--- config.mk ---
export PLATFORM = sky130hd
export DESIGN_NAME = priority_interval_task_scheduler_top
export DESIGN_NICKNAME = d
export VERILOG_FILES = /design/src/sv/pits_pkg.sv /design/src/sv/pits_ram.sv /design/src/sv/priority_interval_task_scheduler_top.sv
export SDC_FILE = /design/constraint.sdc
export NUM_CORES = 1
export LEC_CHECK = 0
export BUFFER_PORTS_ARGS = -buffer_cell sky130_fd_sc_hd__buf_2
export CAP_MARGIN = 20
export CORE_UTILIZATION = 55
export CTS_CLUSTER_DIAMETER = 60
export DETAILED_ROUTE_END_ITERATION = 10
export HOLD_SLACK_MARGIN = 0.08
export PLACE_DENSITY = 0.74
export SETUP_SLACK_MARGIN = 0.4
export SLEW_MARGIN = 10
export SYNTH_ARGS = -nofsm -noshare
export SYNTH_HDL_FRONTEND = slang
export SYNTH_HIERARCHICAL = 1
export SYNTH_SLANG_ARGS = --single-unit
--- constraint.sdc ---
create_clock -name clock -period 4.9 [get_ports clock]
set_input_delay 0.49 -clock clock [delete_from_list [all_inputs] [get_ports clock]]
set_output_delay 0.49 -clock clock [all_outputs]
set_load 0.1 [all_outputs]
--- src/sv/pits_pkg.sv ---
`timescale 1ns / 1ps

package pits_pkg;

   // field widths of the command and result items
   localparam int MODE_W     = 3;
   localparam int SLOT_W     = 4;
   localparam int PRIO_W     = 2;
   localparam int TIME_W     = 32;
   localparam int STATUS_W   = 2;

   // default table shape
   localparam int SLOTS_DEFAULT           = 16;
   localparam int PRIORITY_LEVELS_DEFAULT = 4;

   // command codes
   localparam logic [MODE_W-1:0] MODE_TICK       = 3'd0;
   localparam logic [MODE_W-1:0] MODE_REGISTER   = 3'd1;
   localparam logic [MODE_W-1:0] MODE_DEREGISTER = 3'd2;
   localparam logic [MODE_W-1:0] MODE_REQUEUE    = 3'd3;
   localparam logic [MODE_W-1:0] MODE_SET_PRIO   = 3'd4;
   localparam logic [MODE_W-1:0] MODE_SET_IVAL   = 3'd5;

   // result status codes
   localparam logic [STATUS_W-1:0] STATUS_FIRED = 2'd0;
   localparam logic [STATUS_W-1:0] STATUS_DONE  = 2'd1;
   localparam logic [STATUS_W-1:0] STATUS_NONE  = 2'd2;
   localparam logic [STATUS_W-1:0] STATUS_FAIL  = 2'd3;

   // sequencer states
   typedef enum logic [5:0] {
      ST_IDLE  = 6'b000001,
      ST_OP    = 6'b000010,
      ST_READ  = 6'b000100,
      ST_CHECK = 6'b001000,
      ST_FIRE  = 6'b010000,
      ST_END   = 6'b100000
   } state_type;

endpackage

--- src/sv/pits_ram.sv ---
`timescale 1ns / 1ps

module pits_ram #(
   parameter int WIDTH = 32,
   parameter int DEPTH = 16
) (
   input  logic                     clock,
   input  logic                     wr_en,
   input  logic [$clog2(DEPTH)-1:0] wr_addr,
   input  logic [WIDTH-1:0]         wr_data,
   input  logic [$clog2(DEPTH)-1:0] rd_addr,
   output logic [WIDTH-1:0]         rd_data
);

   logic [WIDTH-1:0] mem_ff [DEPTH];
   logic [WIDTH-1:0] rd_data_ff;

   // one write port, registered read port
   always_ff @(posedge clock) begin
      if (wr_en) begin
         mem_ff[wr_addr] <= wr_data;
      end
      rd_data_ff <= mem_ff[rd_addr];
   end

   assign rd_data = rd_data_ff;

endmodule

--- src/sv/priority_interval_task_scheduler_top.sv ---
`timescale 1ns / 1ps

// a command item gives its single result through the ST_OP state and the result registers
// a tick item reads and checks each slot in ST_READ and ST_CHECK, passes through ST_FIRE for each
//   due slot and ends in ST_END; scanned levels are min(PRIORITY_LEVELS, 4)
// one item at a time; busy stays high until the item's final result goes out
// the slot tables sit in memories with one shared address, read one slot at a time by the scan sequencer
// reset clears all valid marks at once; results leave as single-cycle strobes, never stalled
module priority_interval_task_scheduler_top #(
   parameter int SLOTS           = pits_pkg::SLOTS_DEFAULT,
   parameter int PRIORITY_LEVELS = pits_pkg::PRIORITY_LEVELS_DEFAULT
) (
   input  logic                           clock,
   input  logic                           reset,
   input  logic                           start,
   output logic                           busy,
   input  logic [pits_pkg::MODE_W-1:0]    req_mode,
   input  logic [pits_pkg::SLOT_W-1:0]    req_slot_index,
   input  logic [pits_pkg::PRIO_W-1:0]    req_new_priority,
   input  logic [pits_pkg::TIME_W-1:0]    req_new_interval,
   input  logic [pits_pkg::TIME_W-1:0]    req_now_ms,
   output logic                           rsp_valid,
   output logic [pits_pkg::SLOT_W-1:0]    rsp_fired_slot,
   output logic [pits_pkg::STATUS_W-1:0]  rsp_status,
   output logic                           rsp_last
);

   import pits_pkg::*;

   localparam int IW       = $clog2(SLOTS);
   // stored priorities are 2 bits wide, so levels past the fourth never match
   localparam int PRIO_MAX = 1 << PRIO_W;
   localparam int NLEV     = (PRIORITY_LEVELS < PRIO_MAX) ? PRIORITY_LEVELS : PRIO_MAX;

   state_type state_ff, state_in;

   // latched item payload
   logic [MODE_W-1:0] mode_ff, mode_in;
   logic [SLOT_W-1:0] idx_ff, idx_in;
   logic [PRIO_W-1:0] prio_ff, prio_in;
   logic [TIME_W-1:0] ival_ff, ival_in;
   logic [TIME_W-1:0] now_ff, now_in;

   // scan counters and pending fired slot
   logic [IW-1:0]     slot_ff, slot_in;
   logic [PRIO_W-1:0] level_ff, level_in;
   logic              pend_valid_ff, pend_valid_in;
   logic [IW-1:0]     pend_slot_ff, pend_slot_in;

   logic [SLOTS-1:0]  slot_valid_ff, slot_valid_in;

   // result registers
   logic                rsp_valid_ff, rsp_valid_in;
   logic [SLOT_W-1:0]   rsp_slot_ff, rsp_slot_in;
   logic [STATUS_W-1:0] rsp_status_ff, rsp_status_in;
   logic                rsp_last_ff, rsp_last_in;

   // memory ports
   logic [IW-1:0]     ram_addr;
   logic              prio_we, ival_we, last_we;
   logic [TIME_W-1:0] last_wdata;
   logic [PRIO_W-1:0] prio_rd;
   logic [TIME_W-1:0] ival_rd, last_rd;

   // shared adder
   logic [TIME_W-1:0] alu_a, alu_b, alu_sum;
   logic              alu_cin;

   logic              accept;
   logic              idx_in_range;
   logic [IW-1:0]     cmd_addr;
   logic              cmd_mode_ok;
   logic              cmd_slot_valid;
   logic              cmd_write_ok;
   logic              due;
   logic              scan_slot_end;
   logic              scan_level_end;

   assign accept       = start && (state_ff == ST_IDLE);
   assign busy         = (state_ff != ST_IDLE);
   assign idx_in_range = (32'(idx_ff) < 32'(SLOTS));
   assign cmd_addr     = IW'(idx_ff);
   assign cmd_slot_valid = slot_valid_ff[cmd_addr];
   assign cmd_mode_ok  = (mode_ff == MODE_REGISTER) || (mode_ff == MODE_DEREGISTER) ||
                         (mode_ff == MODE_REQUEUE) || (mode_ff == MODE_SET_PRIO) ||
                         (mode_ff == MODE_SET_IVAL);
   assign cmd_write_ok = (state_ff == ST_OP) && cmd_mode_ok && idx_in_range &&
                         ((mode_ff == MODE_REGISTER) || cmd_slot_valid);

   // adder: now - last_run while checking, last_run + interval while firing
   always_comb begin
      if (state_ff == ST_CHECK) begin
         alu_a   = now_ff;
         alu_b   = ~last_rd;
         alu_cin = 1'b1;
      end else begin
         alu_a   = last_rd;
         alu_b   = ival_rd;
         alu_cin = 1'b0;
      end
      alu_sum = alu_a + alu_b + TIME_W'(alu_cin);
   end

   assign due = slot_valid_ff[slot_ff] && (prio_rd == level_ff) && (alu_sum >= ival_rd);
   assign scan_slot_end  = (slot_ff == IW'(SLOTS - 1));
   assign scan_level_end = (level_ff == PRIO_W'(NLEV - 1));

   // memory write control
   assign ram_addr   = (state_ff == ST_OP) ? cmd_addr : slot_ff;
   assign prio_we    = cmd_write_ok &&
                       ((mode_ff == MODE_REGISTER) || (mode_ff == MODE_SET_PRIO));
   assign ival_we    = cmd_write_ok &&
                       ((mode_ff == MODE_REGISTER) || (mode_ff == MODE_SET_IVAL));
   assign last_we    = (state_ff == ST_FIRE) || (cmd_write_ok &&
                       ((mode_ff == MODE_REGISTER) || (mode_ff == MODE_REQUEUE)));
   assign last_wdata = (state_ff == ST_FIRE) ? alu_sum : now_ff;

   pits_ram #(.WIDTH(PRIO_W), .DEPTH(SLOTS)) u_prio_ram (
      .clock   (clock),
      .wr_en   (prio_we),
      .wr_addr (ram_addr),
      .wr_data (prio_ff),
      .rd_addr (ram_addr),
      .rd_data (prio_rd)
   );

   pits_ram #(.WIDTH(TIME_W), .DEPTH(SLOTS)) u_ival_ram (
      .clock   (clock),
      .wr_en   (ival_we),
      .wr_addr (ram_addr),
      .wr_data (ival_ff),
      .rd_addr (ram_addr),
      .rd_data (ival_rd)
   );

   pits_ram #(.WIDTH(TIME_W), .DEPTH(SLOTS)) u_last_ram (
      .clock   (clock),
      .wr_en   (last_we),
      .wr_addr (ram_addr),
      .wr_data (last_wdata),
      .rd_addr (ram_addr),
      .rd_data (last_rd)
   );

   // sequencer
   always_comb begin
      state_in      = state_ff;
      mode_in       = mode_ff;
      idx_in        = idx_ff;
      prio_in       = prio_ff;
      ival_in       = ival_ff;
      now_in        = now_ff;
      slot_in       = slot_ff;
      level_in      = level_ff;
      pend_valid_in = pend_valid_ff;
      pend_slot_in  = pend_slot_ff;
      slot_valid_in = slot_valid_ff;
      rsp_valid_in  = 1'b0;
      rsp_slot_in   = '0;
      rsp_status_in = STATUS_FAIL;
      rsp_last_in   = 1'b0;

      unique case (state_ff)
         ST_IDLE: begin
            if (accept) begin
               mode_in       = req_mode;
               idx_in        = req_slot_index;
               prio_in       = req_new_priority;
               ival_in       = req_new_interval;
               now_in        = req_now_ms;
               slot_in       = '0;
               level_in      = '0;
               pend_valid_in = 1'b0;
               state_in      = (req_mode == MODE_TICK) ? ST_READ : ST_OP;
            end
         end
         ST_OP: begin
            rsp_valid_in  = 1'b1;
            rsp_last_in   = 1'b1;
            rsp_status_in = cmd_write_ok ? STATUS_DONE : STATUS_FAIL;
            if (cmd_write_ok && (mode_ff == MODE_REGISTER)) begin
               slot_valid_in[cmd_addr] = 1'b1;
            end
            if (cmd_write_ok && (mode_ff == MODE_DEREGISTER)) begin
               slot_valid_in[cmd_addr] = 1'b0;
            end
            state_in = ST_IDLE;
         end
         ST_READ: begin
            state_in = ST_CHECK;
         end
         ST_CHECK, ST_FIRE: begin
            if ((state_ff == ST_CHECK) && due) begin
               state_in = ST_FIRE;
            end else begin
               // hand out the previous due slot; this one waits for the last flag
               if (state_ff == ST_FIRE) begin
                  if (pend_valid_ff) begin
                     rsp_valid_in  = 1'b1;
                     rsp_slot_in   = SLOT_W'(pend_slot_ff);
                     rsp_status_in = STATUS_FIRED;
                  end
                  pend_valid_in = 1'b1;
                  pend_slot_in  = slot_ff;
               end
               // step to the next slot or level
               if (scan_slot_end) begin
                  slot_in = '0;
                  if (scan_level_end) begin
                     state_in = ST_END;
                  end else begin
                     level_in = level_ff + PRIO_W'(1);
                     state_in = ST_READ;
                  end
               end else begin
                  slot_in  = slot_ff + IW'(1);
                  state_in = ST_READ;
               end
            end
         end
         ST_END: begin
            rsp_valid_in  = 1'b1;
            rsp_last_in   = 1'b1;
            if (pend_valid_ff) begin
               rsp_slot_in   = SLOT_W'(pend_slot_ff);
               rsp_status_in = STATUS_FIRED;
            end else begin
               rsp_status_in = STATUS_NONE;
            end
            state_in = ST_IDLE;
         end
         default: begin
            state_in = ST_IDLE;
         end
      endcase
   end

   // control registers
   always_ff @(posedge clock) begin
      if (reset) begin
         state_ff      <= ST_IDLE;
         slot_valid_ff <= '0;
         rsp_valid_ff  <= 1'b0;
         pend_valid_ff <= 1'b0;
      end else begin
         state_ff      <= state_in;
         slot_valid_ff <= slot_valid_in;
         rsp_valid_ff  <= rsp_valid_in;
         pend_valid_ff <= pend_valid_in;
      end
   end

   // payload registers
   always_ff @(posedge clock) begin
      mode_ff       <= mode_in;
      idx_ff        <= idx_in;
      prio_ff       <= prio_in;
      ival_ff       <= ival_in;
      now_ff        <= now_in;
      slot_ff       <= slot_in;
      level_ff      <= level_in;
      pend_slot_ff  <= pend_slot_in;
      rsp_slot_ff   <= rsp_slot_in;
      rsp_status_ff <= rsp_status_in;
      rsp_last_ff   <= rsp_last_in;
   end

   assign rsp_valid      = rsp_valid_ff;
   assign rsp_fired_slot = rsp_slot_ff;
   assign rsp_status     = rsp_status_ff;
   assign rsp_last       = rsp_last_ff;

   // the final result of an item goes out as the block turns idle
   a_last_on_idle: assert property (@(posedge clock) disable iff (reset)
      $fell(busy) |-> (rsp_valid && rsp_last))
      else $error("block went idle without a final result");

   // a result that is not final means the item is still in progress
   a_more_pending: assert property (@(posedge clock) disable iff (reset)
      (rsp_valid && !rsp_last) |-> (busy && (rsp_status == STATUS_FIRED)))
      else $error("non-final result outside a tick scan");

   // accepted items hold the block busy
   a_busy_after_accept: assert property (@(posedge clock) disable iff (reset)
      (start && !busy) |=> busy)
      else $error("accepted item did not raise busy");

   // slot number is zero unless a slot fired
   a_slot_zero: assert property (@(posedge clock) disable iff (reset)
      (rsp_valid && (rsp_status != STATUS_FIRED)) |-> (rsp_fired_slot == '0))
      else $error("slot number set on a non-fired result");

endmodule

==> results of run 1 <==
-- routing by layer --
metal | vias to the layer above | wire, µm | GRT usage | share of wire
met5 | - | 26 | 0 | 0.00023
met3 | 219 | 8990 | 0.0444 | 0.079
met1 | 13466 | 43700 | 0.343 | 0.38
met2 | 1181 | 57300 | 0.432 | 0.50
met4 | 4 | 3570 | 0.0861 | 0.031
li1 | 11108 | - | - | -
-- cell families after synthesis --
| logic type | synth area share |
|---|---|
| multiplexers | 0.136 |
| XOR/XNOR | 0.00522 |
| flip-flops | 0.742 |
| AND/OR/NAND/NOR | 0.0378 |
| buffers and inverters | 0.0150 |
| AO/OA/AOI/OAI | 0.0463 |
| adder cells (fa/ha/maj) | 0.0173 |
-- flip-flops by register name, indices dropped and copies added (netlist names) --
name,flops
slot_ff,4
mode_ff,3
rsp_last,1
rsp_fired_slot,4
u_prio_ram/mem_ff,32
state_ff,6
u_prio_ram/rd_data,2
rsp_valid,1
u_ival_ram/mem_ff,512
rsp_status,2
ival_ff,32
u_ival_ram/rd_data,32
level_ff,2
slot_valid_ff,16
prio_ff,2
now_ff,32
u_last_ram/mem_ff,512
pend_valid_ff,1
u_last_ram/rd_data,32
cmd_addr,4
pend_slot_ff,4
-- worst paths after layout --
kind	from	end
worst min register to register	pend_slot_ff[0]$_DFFE_PP_	rsp_fired_slot[0]$_DFF_P_
worst max register to register	state_ff[5]$_SDFFE_PP0P_	slot_ff[0]$_SDFFCE_PN0P_
worst max-delay path	state_ff[5]$_SDFFE_PP0P_	slot_ff[0]$_SDFFCE_PN0P_
worst min-delay path	start	state_ff[4]$_SDFFE_PP0P_
-- tightest hold or removal path: cells and delay by family --
family | cells | cell delay, ns
buf+inv | 1 | 0.11
simple gates | 2 | 0.21
-- power groups by stage --
| stage | combinational [µW] | clock [µW] | sequential [µW] |
|---|---|---|---|
| after floorplan | 1550 | 0 | 12000 |
| after global placement | 2510 | 0 | 12100 |
| after detailed placement | 2550 | 0 | 12100 |
| after CTS | 2780 | 9310 | 11900 |
| after global routing | 3220 | 9690 | 11900 |
| final | 2970 | 9180 | 11900 |
-- repair_timing --
item / CTS / global route
hold buffers: 73 / 0
resized for setup: 45 / 41
buffers inserted: 16 / 12
endpoints found under the hold margin: 73 / 0
pin swaps: 36 / 35
setup endpoints to repair: 25 / 121
gates cloned: 2 / 1
-- synthesized netlist by cell type (28+ instances only) --
master / count / area (µm²)
a21oi_1: 53 / 265
a21o_1: 28 / 210
inv_1: 48 / 180
dfxtp_1: 97 / 1940
nand2_1: 193 / 724
mux4_2: 266 / 5990
mux2_2: 38 / 428
o21ai_0: 55 / 275
nor2_1: 87 / 327
a22oi_1: 130 / 976
clkbuf_1: 58 / 218
ha_1: 64 / 801
edfxtp_1: 1139 / 34200
-- per-stage QoR --
| stage | cell area [µm²] | setup WS (ns) | hold slack (ns) | util | cells |
|---|---|---|---|---|---|
| 2_1_floorplan | 48900 | -0.0568 | 0.420 | - | 2553 |
| 3_3_place_gp | 52100 | -0.277 | 0.437 | 0.597 | 3854 |
| 3_5_place_dp | 52100 | -0.369 | 0.439 | 0.597 | 3854 |
| 4_1_cts | 57200 | -0.222 | 0.180 | 0.655 | 4164 |
| 5_1_grt | 57500 | -0.496 | 0.161 | 0.659 | 4178 |
| 6_report | 57500 | -0.252 | 0.171 | 0.659 | 4178 |
-- cell type report --
type	count	area, µm²	share of cell area
flip-flops and latches	1236	36100	0.629
multi-input cells	1151	12700	0.220
clock buffers	146	3150	0.0548
repair buffers	369	3100	0.0540
well taps	1155	1450	0.0251
clock inverters	73	805	0.0140
inverters	48	180	0.00313
==> summary.txt, run 1 <==
Setup path
  – Critical path class: reg2reg
  – CP required: 5.30 ns
  – Crit-path slowest cell: dfxtp_2
  – Worst Path Max Fanout: 7
  – Worst path bufs/invs: 4
  – Top delay family on crit path: compound AO/OA/AOI/OAI gates
  – R2R setup slack: -0.25 ns
  – Setup crit start kind: flip-flop
  – Crit-path max cell delay: approximately 0.34 ns
  – Worst r2r path cells: 25
  – Crit path DAT: roughly 5.6 ns
  – Critical Path Stages: 25
  – CP Capture Type: flip-flop

Drt
  – First-pass DRT Iterations: 6
  – Mean routed wirelength per cell: ~27 µm
  – Via density: approximately 6.2
  – Via count: 25,978
  – DRT iter0 DRCs: 2,527
  – Final WL: ~110,000 µm
  – Residual DRC count: 0
  – Final ANT Viol Nets: 0

Synth
  – Post-synthesis sequential area ratio: 0.742
  – Mapped Nets: 2,695
  – Most used DFF post-synth: edfxtp_1
  – Synth Instances: between 2,000 and 3,000
  – Distinct cells, synth: 60
  – Yosys warns: 6
  – Synthesized area: 48,700 µm²
  – Ys async rst share: 0
  – Mapped Avg Cell Area: 19.1 µm²
  – Register bit total from synthesis: 1,236
  – Post-synth EDFFs: approximately 1,100

Timing
  – Setup-failing EPs final: 25
  – Setup_tns: -3.66 ns
  – Pin slew with the least headroom to its limit: between 1 and 1.5 ns
  – Hold Vio Cnt, Final: 0
  – Slew headroom: 0.259
  – Fin crit share: 1.05
  – Final min period: 5.15 ns
  – Fin worst setup slack: -0.252 ns
  – Slew Limit Fails: 0
  – Fmax: 0.194 GHz
  – RSZ-0062 raised after global routing: true
  – Fin Clk Skew: 0.0204 ns

Pwr
  – Sw Ratio: 0.230
  – Maximum vdd drop: between 0.4 and 0.5 mV
  – Power Total: between 20,000 and 25,000 µW
  – Seq pwr share: 0.495
  – Psw: 5530 µW
  – Leakage Power: slightly below 0.02 µW
  – Clock Power Share: 0.382
  – Internal: 18,500 µW
  – Combinational share of power: 0.123
  – Power Dens Cells: 418 nW/µm²

Floorplanning
  – Die Area: 89,700 µm²
  – I/O pin count: 85
  – Core Box Area: about 87,000 µm²
  – Overall die height: 300 µm
  – Initial core utilization: 0.558
  – # rows: 108
  – Die Wd: 300 µm

Global route
  – First-pass GRT wire length: 168,000 µm
  – Aggregate global routing overflow: 0
  – Pin count of the biggest net entering global routing: between 100 and 150
  – GRT Total Usage: 0.257
  – Initial antenna violation count: 3
  – Vias in the first global route: 26,916

CTS
  – Clock transition at the registers of the reported paths: 0.06 ns
  – CTS Buffer Depth: 3
  – TritonCTS buffer count: 117
  – TritonCTS clock tree: done
  – Clock Sinks: 1,236
  – Root Driver: clkbuf_16
  – H-tree depth: 3
  – Latest clock arrival within the worst-skew pair: 0.71 ns

Finish
  – Fill count: 5,725
  – Area growth syn-to-layout: 18.0%
  – Nets: roughly 3,100
  – Commonest non-fill, non-tap cells in the layout: edfxtp_1, mux4_2, nand2_1
  – Leading cell type in the layout, fill and taps excluded: edfxtp_1
  – Layout cell share with drive strength beyond 1: 0.297
  – Ant diodes: 0

Status
  – Failing checks: setup timing
  – Status: finished, violations left

Min path
  – Worst Hold Class: in2reg
  – Hold path depth: 3

Place
  – GPL Wtd Cong: 0.934
  – Hpwl dp: around 65,000 µm
  – Buffers on Ports: 84

Job
  – Max-Cap Viols: 0
Note: power is estimated with default switching activity, not from simulation.
==> run 2: changes to the inputs <==
--- a/config.mk
+++ b/config.mk
@@ -7,11 +7,11 @@
 export LEC_CHECK = 0
 export BUFFER_PORTS_ARGS = -buffer_cell sky130_fd_sc_hd__buf_2
 export CAP_MARGIN = 20
-export CORE_UTILIZATION = 55
+export CORE_UTILIZATION = 30
 export CTS_CLUSTER_DIAMETER = 60
+export CTS_CLUSTER_SIZE = 16
 export DETAILED_ROUTE_END_ITERATION = 10
 export HOLD_SLACK_MARGIN = 0.08
-export PLACE_DENSITY = 0.74
 export SETUP_SLACK_MARGIN = 0.4
 export SLEW_MARGIN = 10
 export SYNTH_ARGS = -nofsm -noshare
==> run 2 against run 1 <==
Against the previous run:
- the run still ends with setup timing left
- utilization fell by 30 points
- flip-flop and latch count did not move
- fmax rose by 0.96%
- final cell count rose by 23%
- die area rose by 83%
- clock skew rose by 0.0014 ns
- worst setup slack improved by 0.049 ns
- design area rose by 0.71%
- clock-buffer cell count fell by 3
- combinational power fell by 6%
- via count fell by 2.9%
- first-iteration DRC count rose by 1.8%
- critical endpoint is now slot_ff[3]$_SDFFCE_PN0P_
- largest power group unchanged
==> summary.txt, run 2 (synthesis gave the netlist of run 1 again) <==
Status
  – Status: finished, violations left
  – Failing checks: setup timing

CTS
  – Latest clock arrival within the worst-skew pair: 0.71 ns (about the same)
  – Root Driver: clkbuf_16
  – Clock Sinks: 1,236 (unchanged)
  – H-tree depth: 3 (unchanged)
  – Clock transition at the registers of the reported paths: 0.07 ns (about the same)
  – TritonCTS buffer count: 98 (-16%)
  – CTS Buffer Depth: 3 (unchanged)
  – TritonCTS clock tree: done

Drt
  – Final ANT Viol Nets: 0 (unchanged)
  – Residual DRC count: 0 (unchanged)
  – Mean routed wirelength per cell: 23.3 µm (-14%)
  – DRT iter0 DRCs: 2,572 (+1.8%)
  – Via count: 25,212 (-2.9%)
  – Via density: 4.92 (-21%)
  – Top Metal Used: met5
  – First-pass DRT Iterations: 5 (-1)
  – Wire length on met2: 59,200 µm (+3.3%)
  – Final WL: 120,000 µm (+5.4%)
  – DR WL met3: 7320 µm (-19%)
  – Met1 wire length: 50,300 µm (+15%)

Floorplanning
  – I/O pin count: 85 (unchanged)
  – Initial core utilization: 0.303 (-0.255)
  – # rows: 147 (+36%)
  – Overall die height: 405 µm (+35%)
  – Die Area: 164,000 µm² (+83%)
  – Die Wd: 405 µm (+35%)
  – Core Box Area: 161,000 µm² (+84%)

Pwr
  – Psw: 5390 µW (-2.5%)
  – Clock Power Share: 0.348 (-0.034)
  – Leakage Power: 0.0190 µW (-2.3%)
  – Seq pwr share: 0.528 (+0.033)
  – Sw Ratio: 0.239 (+0.00922)
  – Power Dens Cells: 389 nW/µm² (-6.9%)
  – Combinational share of power: 0.124 (about the same)
  – Internal: 17,100 µW (-7.4%)
  – Maximum vdd drop: 0.318 mV (-21%)

Global route
  – First-pass GRT wire length: 175,000 µm (+3.7%)
  – Pin count of the biggest net entering global routing: 87 (-24%)
  – Initial antenna violation count: 10 (+7)
  – GRT Total Usage: 0.146 (-0.111)
  – Vias in the first global route: 25,646 (-4.7%)
  – Aggregate global routing overflow: 0 (unchanged)

Setup path
  – Worst r2r path cells: 25 (unchanged)
  – Crit path DAT: 5.51 ns (-0.04 ns)
  – Critical path class: reg2reg
  – Worst Path Max Fanout: 8 (+1)
  – CP required: 5.31 ns (about the same)
  – CP Capture Type: flip-flop
  – Setup crit start kind: flip-flop

Timing
  – Final min period: 5.10 ns (-0.0491 ns)
  – Setup_tns: -1.50 ns (+2.16 ns)
  – Slew headroom: 0.452 (+0.192)
  – Pin slew with the least headroom to its limit: 0.821 ns (-0.290 ns)
  – Min Hold Slack: 0.178 ns (+0.00710 ns)
  – Fin crit share: 1.04 (-0.0100)
  – Hold Vio Cnt, Final: 0 (unchanged)
  – RSZ-0062 raised after global routing: true
  – Slew Limit Fails: 0 (unchanged)
  – Setup-failing EPs final: 9 (-64%)
  – Fmax: 0.196 GHz (+0.96%)
  – Fin Clk Skew: 0.0218 ns (+0.00144 ns)
  – Fin worst setup slack: -0.202 ns (+0.0491 ns)

Finish
  – Area growth syn-to-layout: 18.9%
  – Fill count: 14,839 (+160%)
  – Commonest non-fill, non-tap cells in the layout: edfxtp_1, mux4_2, nand2_1
  – Nets: 3,033 (-1.0%)
  – Layout cell share with drive strength beyond 1: 0.283 (-0.0137)
  – Final Cell Area: 57,900 µm² (+0.71%)
  – Non-Filler Instances: 5,127 (+23%)
  – Leading cell type in the layout, fill and taps excluded: edfxtp_1
  – Largest regs: u_ival_ram/mem_ff: 512 flops, u_last_ram/mem_ff: 512 flops

Job
  – Max-Cap Viols: 0 (unchanged)

Place
  – Inst Count DP: 4,862 (+26%)
  – Hpwl dp: 71,900 µm (+11%)
  – Cell Area, Placed: 53,500 µm² (+2.7%)
  – Buffers on Ports: 84 (unchanged)
  – DP Worst Slack: -0.406 ns (-0.0370 ns)
  – GPL Wtd Cong: 0.843 (-9.8%)

Min path
  – Hold path depth: 3 (unchanged)
  – Worst Hold Class: in2reg
-- run 2: cell count changes in the layout (fill, tap and decap cells not counted), sizes merged, moves of 3 or more --
cell	change
inv	+6
clkbuf	-3
diode	+3
clkinvlp	-9
buf	-13
bufinv	-11
clkinv	-29
-- run 2: path summary, 6_finish.rpt --
| path | from | to | slack (ns) |
|---|---|---|---|
| worst max-delay path | state_ff[5]$_SDFFE_PP0P_ | slot_ff[3]$_SDFFCE_PN0P_ | -0.20 |
| worst min-delay path | start | state_ff[4]$_SDFFE_PP0P_ | 0.18 |
| worst max register to register | state_ff[5]$_SDFFE_PP0P_ | slot_ff[3]$_SDFFCE_PN0P_ | -0.20 |
| worst min register to register | pend_slot_ff[2]$_DFFE_PP_ | rsp_fired_slot[2]$_DFF_P_ | 0.45 |
-- run 2: worst max-delay path: stages, from the launching register on --
cell and delay [ns]:
dfxtp_2 0.33, nor4_4 0.28, nand3b_1 0.15, buf_12 0.18, buf_8 0.13, buf_12 0.12, a21oi_4 0.12, fa_2 0.26
fa_2 0.24, nor2b_2 0.05, o31a_1 0.27, o21ai_2 0.26, a21oi_4 0.10, a221o_1 0.39, a21o_1 0.22, a21oi_2 0.16
xnor2_2 0.14, ha_1 0.28, nand3_2 0.10, nor3_4 0.04, o31a_1 0.10, a211o_1 0.30, a31oi_4 0.18, o41ai_2 0.08
buf_4 0.18, nor2_4 0.15
-- run 2: layer usage --
layer	track usage	up-vias
li1	-	11047
met1	0.195	13286
met2	0.243	717
met3	0.0278	160
met4	0.0368	2
met5	0	-
-- run 2: what timing repair did --
action | CTS | global route
endpoints found under the setup margin | 25 | 100
pin swaps | 39 | 47
hold buffers | 72 | 1
cloned | 1 | 0
resized for setup | 38 | 52
buffers inserted | 9 | 6
hold endpoints to repair | 72 | 1
-- run 2: cell type report --
type                       instances  area, µm²  share of cell area
tap                             2160       2700              0.0467
clock inverter                    30        393             0.00679
clock buffer                     143       2700              0.0467
multi-input combinational       1150      12600               0.218
inverter                          48        180             0.00311
sequential                      1236      36100               0.624
antenna                            3       7.51            0.000130
timing repair buffer             357       3130              0.0540
-- run 2: power by group through the flow --
stage,logic (µW),registers [µW],clock network [µW]
floorplan,1550,12000,0
global placement,2540,12100,0
detailed placement,2530,12100,0
CTS,2670,11900,8030
global route,3060,11900,8390
finish,2800,11900,7830
-- run 2: stage by stage --
stage,total power (µW),util
5_1_grt,23400,0.360
2_1_floorplan,13500,-
6_report,22500,0.360
3_5_place_dp,14700,0.332
4_1_cts,22600,0.358
3_3_place_gp,14700,0.332
